`src/srb_pkg.sv`:
```
`timescale 1ns / 1ps
// ----------------------------------------------------------------------------
// srb_pkg
// Types and constants of the sprite row blitter.
// ----------------------------------------------------------------------------
package srb_pkg;

  localparam int ADDR_W     = 19;  // linear frame-buffer address
  localparam int XY_W       = 13;  // screen coordinates incl. 2x overhang
  localparam int SW_W       = 6;   // sprite_width register
  localparam int CFG_IDX_W  = 3;
  localparam int CFG_DATA_W = 24;

  localparam logic [CFG_IDX_W-1:0] CFG_SPRITE_WIDTH = 3'd0;
  localparam logic [CFG_IDX_W-1:0] CFG_DOUBLE_SIZE  = 3'd1;
  localparam logic [CFG_IDX_W-1:0] CFG_PAINT_COLOR  = 3'd2;
  localparam logic [CFG_IDX_W-1:0] CFG_ERASE_MODE   = 3'd3;
  localparam logic [CFG_IDX_W-1:0] CFG_TARGET_BG    = 3'd4;

  typedef enum logic [1:0] {
    ACT_PAINT = 2'd0,
    ACT_COPY  = 2'd1,
    ACT_LEAVE = 2'd2
  } action_e;

  typedef enum logic [1:0] {
    ST_IDLE,
    ST_ADDR,
    ST_RUN
  } state_e;

  typedef struct packed {
    logic [31:0] row_bits;
    logic [4:0]  row_number;
    logic [9:0]  origin_x;
    logic [8:0]  origin_y;
    logic        final_row;
  } item_t;

  typedef struct packed {
    logic [ADDR_W-1:0] pixel_address;
    logic [1:0]        action;
    logic              off_screen;
    logic              last_of_row;
    logic              last_of_sprite;
  } result_t;

  typedef struct packed {
    logic load_item;
    logic load_addr;
    logic step;
  } col_ctrl_t;

endpackage

```
`src/srb_setup.sv`:
```
`timescale 1ns / 1ps
// ----------------------------------------------------------------------------
// srb_setup
// Row origin: screen row of the item and linear address of its first column.
// ----------------------------------------------------------------------------
module srb_setup #(
  parameter int SCREEN_WIDTH  = 640,
  parameter int SCREEN_HEIGHT = 480
) (
  input  logic                       clk_i,
  input  logic                       load_i,
  input  logic                       dbl_i,
  input  srb_pkg::item_t             item_i,
  output logic [srb_pkg::ADDR_W-1:0] base_o,
  output logic                       y_off_o
);
  import srb_pkg::*;

  localparam int PW = 2 * XY_W;

  logic [XY_W-1:0] y_q, y_d;
  logic [XY_W-1:0] x0_q;
  logic            ext_q;
  logic [XY_W-1:0] row_ext;
  logic [PW-1:0]   prod;

  assign row_ext = XY_W'(item_i.row_number);
  assign y_d     = XY_W'(item_i.origin_y) + (dbl_i ? (row_ext << 1) : row_ext);

  always_ff @(posedge clk_i) begin
    if (load_i) begin
      y_q   <= y_d;
      x0_q  <= XY_W'(item_i.origin_x);
      ext_q <= dbl_i;
    end
  end

  assign prod    = PW'(y_q) * PW'(SCREEN_WIDTH);
  assign base_o  = ADDR_W'(prod + PW'(x0_q));
  assign y_off_o = (y_q + XY_W'(ext_q)) >= XY_W'(SCREEN_HEIGHT);

endmodule

```
`src/srb_column.sv`:
```
`timescale 1ns / 1ps
// ----------------------------------------------------------------------------
// srb_column
// Column serializer: shifts the row word out MSB first, one column per cycle,
// stepping x and the linear address and forming each result.
// ----------------------------------------------------------------------------
module srb_column #(
  parameter int SCREEN_WIDTH     = 640,
  parameter int MAX_SPRITE_WIDTH = 32
) (
  input  logic                       clk_i,
  input  logic                       rst_ni,
  input  srb_pkg::col_ctrl_t         ctrl_i,
  input  srb_pkg::item_t             item_i,
  input  logic [srb_pkg::SW_W-1:0]   width_i,
  input  logic                       dbl_i,
  input  logic                       erase_i,
  input  logic                       tib_i,
  input  logic [srb_pkg::ADDR_W-1:0] base_i,
  input  logic                       y_off_i,
  output logic                       last_o,
  output logic                       res_valid_o,
  output srb_pkg::result_t           result_o
);
  import srb_pkg::*;

  localparam int CNT_W = $clog2(MAX_SPRITE_WIDTH);

  logic [MAX_SPRITE_WIDTH-1:0] bits_q;
  logic [CNT_W-1:0]            cnt_q;
  logic                        fin_q;
  logic [XY_W-1:0]             x_q;
  logic [ADDR_W-1:0]           addr_q;
  logic                        yoff_q;
  logic                        vld_q;
  result_t                     res_q, res_d;
  logic [SW_W-1:0]             align;
  logic [1:0]                  scale;
  logic                        off, set;

  assign align = SW_W'(MAX_SPRITE_WIDTH) - width_i;
  assign scale = dbl_i ? 2'd2 : 2'd1;
  assign last_o = (cnt_q == '0);

  always_comb begin
    off = yoff_q || ((x_q + XY_W'(dbl_i)) >= XY_W'(SCREEN_WIDTH));
    set = bits_q[MAX_SPRITE_WIDTH-1] && !erase_i;
    res_d = '0;
    res_d.off_screen     = off;
    res_d.last_of_row    = last_o;
    res_d.last_of_sprite = last_o && fin_q;
    if (off) begin
      res_d.action = ACT_LEAVE;
    end else begin
      res_d.pixel_address = addr_q;
      if (set) begin
        res_d.action = ACT_PAINT;
      end else if (tib_i) begin
        res_d.action = ACT_LEAVE;
      end else begin
        res_d.action = ACT_COPY;
      end
    end
  end

  always_ff @(posedge clk_i) begin
    if (ctrl_i.load_item) begin
      // column 0 lands on the MSB
      bits_q <= item_i.row_bits[MAX_SPRITE_WIDTH-1:0] << align;
      cnt_q  <= CNT_W'(width_i - SW_W'(1));
      fin_q  <= item_i.final_row;
      x_q    <= XY_W'(item_i.origin_x);
    end else if (ctrl_i.step) begin
      bits_q <= {bits_q[MAX_SPRITE_WIDTH-2:0], 1'b0};
      cnt_q  <= cnt_q - CNT_W'(1);
      x_q    <= x_q + XY_W'(scale);
      addr_q <= addr_q + ADDR_W'(scale);
    end
    if (ctrl_i.load_addr) begin
      addr_q <= base_i;
      yoff_q <= y_off_i;
    end
    if (ctrl_i.step) begin
      res_q <= res_d;
    end
  end

  always_ff @(posedge clk_i or negedge rst_ni) begin
    if (!rst_ni) begin
      vld_q <= 1'b0;
    end else begin
      vld_q <= ctrl_i.step;
    end
  end

  assign res_valid_o = vld_q;
  assign result_o    = res_q;

endmodule

```
`src/sprite_row_blitter.sv`:
```
`timescale 1ns / 1ps
// ----------------------------------------------------------------------------
// sprite_row_blitter
// One-bit sprite row blitter with optional 2x2 pixel doubling.
// ----------------------------------------------------------------------------
// Usage:
//   Drive item_i and raise start; the item is taken at an edge where start is
//   high and busy is low. For each of the w used columns (w = sprite_width,
//   capped at MAX_SPRITE_WIDTH) one result is shown on result_o for a single
//   cycle with result_valid_o high, column 0 first.
//   After the accepting edge, ST_ADDR computes the row's base address (one
//   multiply by the screen width); then ST_RUN shifts the column register,
//   which emits one registered result per cycle. Busy drops in the cycle
//   that shows the last result, so the next item can be taken there.
//   A row with w = 0 gives no results; it goes from ST_ADDR back to idle.
//   The receiver cannot stall: results are not held.
//   Configuration (cfg_we_i/cfg_idx_i/cfg_data_i) is to be written only while
//   idle; the block does not enforce this. paint_color is not stored here.
//   Reset restores register defaults (width 16, doubling on) and idles.
// ----------------------------------------------------------------------------
module sprite_row_blitter #(
  parameter int SCREEN_WIDTH     = 640,
  parameter int SCREEN_HEIGHT    = 480,
  parameter int MAX_SPRITE_WIDTH = 32
) (
  input  logic                           clk_i,
  input  logic                           rst_ni,
  input  logic                           start,
  output logic                           busy,
  input  srb_pkg::item_t                 item_i,
  input  logic                           cfg_we_i,
  input  logic [srb_pkg::CFG_IDX_W-1:0]  cfg_idx_i,
  input  logic [srb_pkg::CFG_DATA_W-1:0] cfg_data_i,
  output logic                           result_valid_o,
  output srb_pkg::result_t               result_o
);
  import srb_pkg::*;

  localparam logic [SW_W-1:0] MAX_W = SW_W'(MAX_SPRITE_WIDTH);

  logic [SW_W-1:0]   sw_q;
  logic              dbl_q, erase_q, tib_q;
  logic              zero_q;
  state_e            state_q, state_d;
  col_ctrl_t         ctrl;
  logic [SW_W-1:0]   width;
  logic              accept;
  logic [ADDR_W-1:0] base;
  logic              y_off;
  logic              last;

  assign width  = (sw_q > MAX_W) ? MAX_W : sw_q;
  assign accept = start && !busy;

  always_ff @(posedge clk_i or negedge rst_ni) begin
    if (!rst_ni) begin
      sw_q    <= SW_W'(16);
      dbl_q   <= 1'b1;
      erase_q <= 1'b0;
      tib_q   <= 1'b0;
    end else if (cfg_we_i) begin
      case (cfg_idx_i)
        CFG_SPRITE_WIDTH: sw_q    <= cfg_data_i[SW_W-1:0];
        CFG_DOUBLE_SIZE:  dbl_q   <= cfg_data_i[0];
        CFG_ERASE_MODE:   erase_q <= cfg_data_i[0];
        CFG_TARGET_BG:    tib_q   <= cfg_data_i[0];
        default: ;
      endcase
    end
  end

  always_ff @(posedge clk_i or negedge rst_ni) begin
    if (!rst_ni) begin
      state_q <= ST_IDLE;
      zero_q  <= 1'b0;
    end else begin
      state_q <= state_d;
      if (accept) begin
        zero_q <= (width == '0);
      end
    end
  end

  always_comb begin
    state_d = state_q;
    ctrl    = '0;
    case (state_q)
      ST_IDLE: begin
        if (start) begin
          ctrl.load_item = 1'b1;
          state_d        = ST_ADDR;
        end
      end
      ST_ADDR: begin
        ctrl.load_addr = 1'b1;
        state_d        = zero_q ? ST_IDLE : ST_RUN;
      end
      ST_RUN: begin
        ctrl.step = 1'b1;
        if (last) begin
          state_d = ST_IDLE;
        end
      end
      default: state_d = ST_IDLE;
    endcase
  end

  assign busy = (state_q != ST_IDLE);

  srb_setup #(
    .SCREEN_WIDTH (SCREEN_WIDTH),
    .SCREEN_HEIGHT(SCREEN_HEIGHT)
  ) u_setup (
    .clk_i  (clk_i),
    .load_i (ctrl.load_item),
    .dbl_i  (dbl_q),
    .item_i (item_i),
    .base_o (base),
    .y_off_o(y_off)
  );

  srb_column #(
    .SCREEN_WIDTH    (SCREEN_WIDTH),
    .MAX_SPRITE_WIDTH(MAX_SPRITE_WIDTH)
  ) u_column (
    .clk_i      (clk_i),
    .rst_ni     (rst_ni),
    .ctrl_i     (ctrl),
    .item_i     (item_i),
    .width_i    (width),
    .dbl_i      (dbl_q),
    .erase_i    (erase_q),
    .tib_i      (tib_q),
    .base_i     (base),
    .y_off_i    (y_off),
    .last_o     (last),
    .res_valid_o(result_valid_o),
    .result_o   (result_o)
  );

endmodule

```
`config.mk`:
```
export PLATFORM = sky130hd
export DESIGN_NAME = sprite_row_blitter
export DESIGN_NICKNAME = d
export VERILOG_FILES = /design/src/srb_pkg.sv /design/src/srb_setup.sv /design/src/srb_column.sv /design/src/sprite_row_blitter.sv
export SDC_FILE = /design/constraint.sdc
export NUM_CORES = 1
export LEC_CHECK = 0
export BUFFER_PORTS_ARGS = -buffer_cell sky130_fd_sc_hd__buf_4
export CORE_MARGIN = 2
export CORE_UTILIZATION = 50
export CTS_BUF_LIST = sky130_fd_sc_hd__clkbuf_2 sky130_fd_sc_hd__clkbuf_4 sky130_fd_sc_hd__clkbuf_8
export DETAILED_ROUTE_END_ITERATION = 8
export PLACE_DENSITY = 0.74
export SLEW_MARGIN = 20
export SYNTH_ARGS = -nofsm -noshare
export SYNTH_HDL_FRONTEND = slang
export SYNTH_SLANG_ARGS = --single-unit
```
`constraint.sdc`:
```
create_clock -name clk_i -period 3.75 [get_ports clk_i]
set_input_delay 0.5625 -clock clk_i [delete_from_list [all_inputs] [get_ports clk_i]]
set_output_delay 0.5625 -clock clk_i [all_outputs]
set_load 0.1 [all_outputs]
```
==> run summary <==
global route overflow = 0
Sink Count = 129
TritonRoute pass-1 iters = 5
cell with the most instances after synthesis = edfxtp_1
nets = 990
DR WL/cell = 16.57 um
global-route wire length before repair = 29,310 um
CTS Root Cell = clkbuf_8
final worst slack = 0.6271 ns
worst min-delay path class = primary input to register
Pwr Total = 8.409 mW
H-tree depth = 4
critical path required time = 4.01 ns
worst skew pair latency = 0.43 ns
ys async rst share = 0.1008
Die Y = 135.1 um
Synth cell types = 74
post-CTS resize count = 0
status = complete, no violations
synth cell count leaders = 113 x edfxtp_1, 94 x mux2i_1, 65 x nand2_1
Cell Area, Synth = 8587 um2
vias in the first global route = 5,888
# rows = 47
syn_nets = 896
Max Freq = 320.2 MHz
pre-CTS setup slack = 0.5977 ns
critical path data arrival time = 3.38 ns
Lkg Pwr = 3.979 nW
Post-Route Utilization = 0.5961
mux contribution to synthesized area = 0.1612
Synth Register Bits = 129
CP Max Fanout = 15
yosys warns = 0
die width = 135.1 um
xor/xnor share of the synthesized area = 0.05493
worst setup path category = register to register
Port Buf Inserts = 95
Post-Synth Adder-Cell Area = 0.06703
Pins Over Slew Limit = 0
leading post-synthesis cells by cell area = edfxtp_1 40%, mux2i_1 11%, ha_1 5.5%, dfrtp_1 3.2%, mux4_2 3.1%
reg2reg start = sw_q[5]
Bufs on Longest Clock Path = 2
crit end category = register
cells after synthesis = 765
Critical Path Max Stage Delay = 0.64 ns
Antenna diodes = 0
initial antenna violation count = 0
Ports = 114
largest net degree at the start of global routing = 44
DP HPWL = 13,810 um
worst hold path depth = 1
GP Congestion = 0.8803
Worst Setup EP = u_column.bits_q[31]
Reg clk slew, reported paths = 0.08 ns
area delta synth->final = 15.94%
worst setup path startpoint = sw_q[5]
largest family of logic cells by synthesized area = multiplexers
Worst setup SP type = register
Cell Pwr Density = 844.7 nW/um2
Top FF cell, synth = edfxtp_1
core area = 16,700 um2
vias per cell = 5.738
CTS tree = done
share of cells above drive strength 1 = 0.2133
Remaining DRCs = 0
CTS buffer count = 17
max cap viols = 0
GRT Resource Usage Total = 0.2051
Reg2Reg Setup Slack = 0.63 ns
Least-Margin Pin Slew = 0.8522 ns
final hold viol count = 0
Yosys top cell by area = edfxtp_1
Syn Area/Cell = 11.22 um2
Iter 0 DRT Violations = 482
worst reg-to-reg path cell count = 8
Hold Slack = 0.3068 ns
Final Cycle Share = 0.8328
CP max stage cell = mux4_2
simple logic cell fraction of the synthesized area = 0.1365
RSZ-0062 raised after global routing = false
Worst VDD drop = 0.0004043 V
R2R Path End = u_column.bits_q[31]
crit path time final = 3.123 ns
relative slew slack = 0.4319
initial core utilization = 0.5142
via count = 6,266
final setup vio count = 0
Post-DRT Antenna Nets = 0
post-synth top area share = 0.3952
register area share after synthesis = 0.4403
EDFF count, synth = 113
CP cell instances = buf_4 > nand2b_1 > ha_1 > inv_1 > mux4_2 > mux2i_1 > a221oi_1 > o21ai_1
DIE AREA = 18,240 um2
TNS Setup = 0 ns
final clock skew = 0.01225 ns
DRT Wirelength = 18,100 um
Compound-Gate Fraction of Synth Area = 0.1064
Layout fillers = 1,427
## sequential cells by signal (all words and copies together) (netlist names)
signal / flops
zero_q: 1
sw_q: 6
state_q: 2
u_setup.ext_q: 1
u_column.res_valid_o: 1
u_column.result_o: 24
tib_q: 1
u_column.x_q: 13
u_setup.x0_q: 10
u_column.bits_q: 32
erase_q: 1
u_column.addr_q: 19
u_column.yoff_q: 1
u_column.fin_q: 1
u_column.cnt_q: 5
u_setup.y_q: 10
dbl_q: 1
## stage by stage
step / std cells / cell area (um2)
after floorplan: 765 / 8587
after global placement: 1059 / 9503
after detailed placement: 1059 / 9503
after CTS: 1092 / 9956
after global routing: 1092 / 9956
final: 1092 / 9956
## metal layers
layer | track usage | up-vias | share of wire
li1 | - | 3050 | -
met1 | 0.2858 | 2992 | 0.47
met2 | 0.3274 | 197 | 0.46
met3 | 0.03416 | 27 | 0.054
met4 | 0.07002 | 0 | 0.019
met5 | 0 | - | 0
## report_power, final
part           switching [mW]  internal [mW]  total (mW)  leakage, nW
Clock                   0.533          0.780        1.31        0.223
Combinational            2.66           1.62        4.29         2.49
Sequential              0.359           2.45        2.81         1.26
## layout by cell type, fill, tap and decap left out, types with 10 or more instances in the layout
master	n
mux2i_1	93
clkbuf_8	19
inv_1	27
nand4_1	10
nand2_1	65
mux4_2	12
edfxtp_1	113
xor2_1	26
dfrtp_1	11
and2_1	26
a21oi_1	17
xnor2_1	25
nor2_1	42
o21ai_0	47
nor3_1	11
mux2_2	14
buf_4	107
nor2b_1	11
ha_1	38
nand3_1	23
a221o_1	14
## repair_timing
action	CTS	global route
hold endpoints to repair	11	0
buffers inserted	0	0
hold buffers	1	0
## cells by family (layout without fill, tap and decap cells)
kind of cell / after synthesis / after routing
fa+ha+maj: 43 / 43
mux: 121 / 121
flops: 129 / 129
buf+inv: 63 / 170
compound gates: 131 / 131
simple gates: 225 / 225
xor+xnor: 53 / 53
## worst min-delay path by stage
| stage | from | end | slack, ns |
|---|---|---|---|
| floorplan | rst_ni | erase_q | 0.27 |
| global placement | rst_ni | sw_q[5] | 0.42 |
| detailed placement | rst_ni | sw_q[5] | 0.42 |
| CTS | item_i[0] | u_column.fin_q | 0.28 |
| global route | item_i[0] | u_column.fin_q | 0.27 |
| finish | item_i[0] | u_column.fin_q | 0.31 |
## critical path, delay by kind of cell (launching register included)
| kind | cells | cell delay [ns] |
|---|---|---|
| AND/OR/NAND/NOR | 1 | 0.17 |
| flip-flops | 1 | 0.38 |
| multiplexers | 2 | 0.94 |
| AO/OA/AOI/OAI | 2 | 0.28 |
| adder cells (fa/ha/maj) | 1 | 0.44 |
| buffers and inverters | 2 | 0.72 |
## layout make-up
type	count	area, um2	share of cell area
flip-flops and latches	129	3781	0.3798
multi-input cells	573	4531	0.4551
repair buffers	108	813.3	0.08169
inverters	30	112.6	0.01131
clock buffers	22	284.0	0.02853
well taps	220	275.3	0.02765
clock inverters	10	158.9	0.01596
Power figures use the tool's default switching activity.
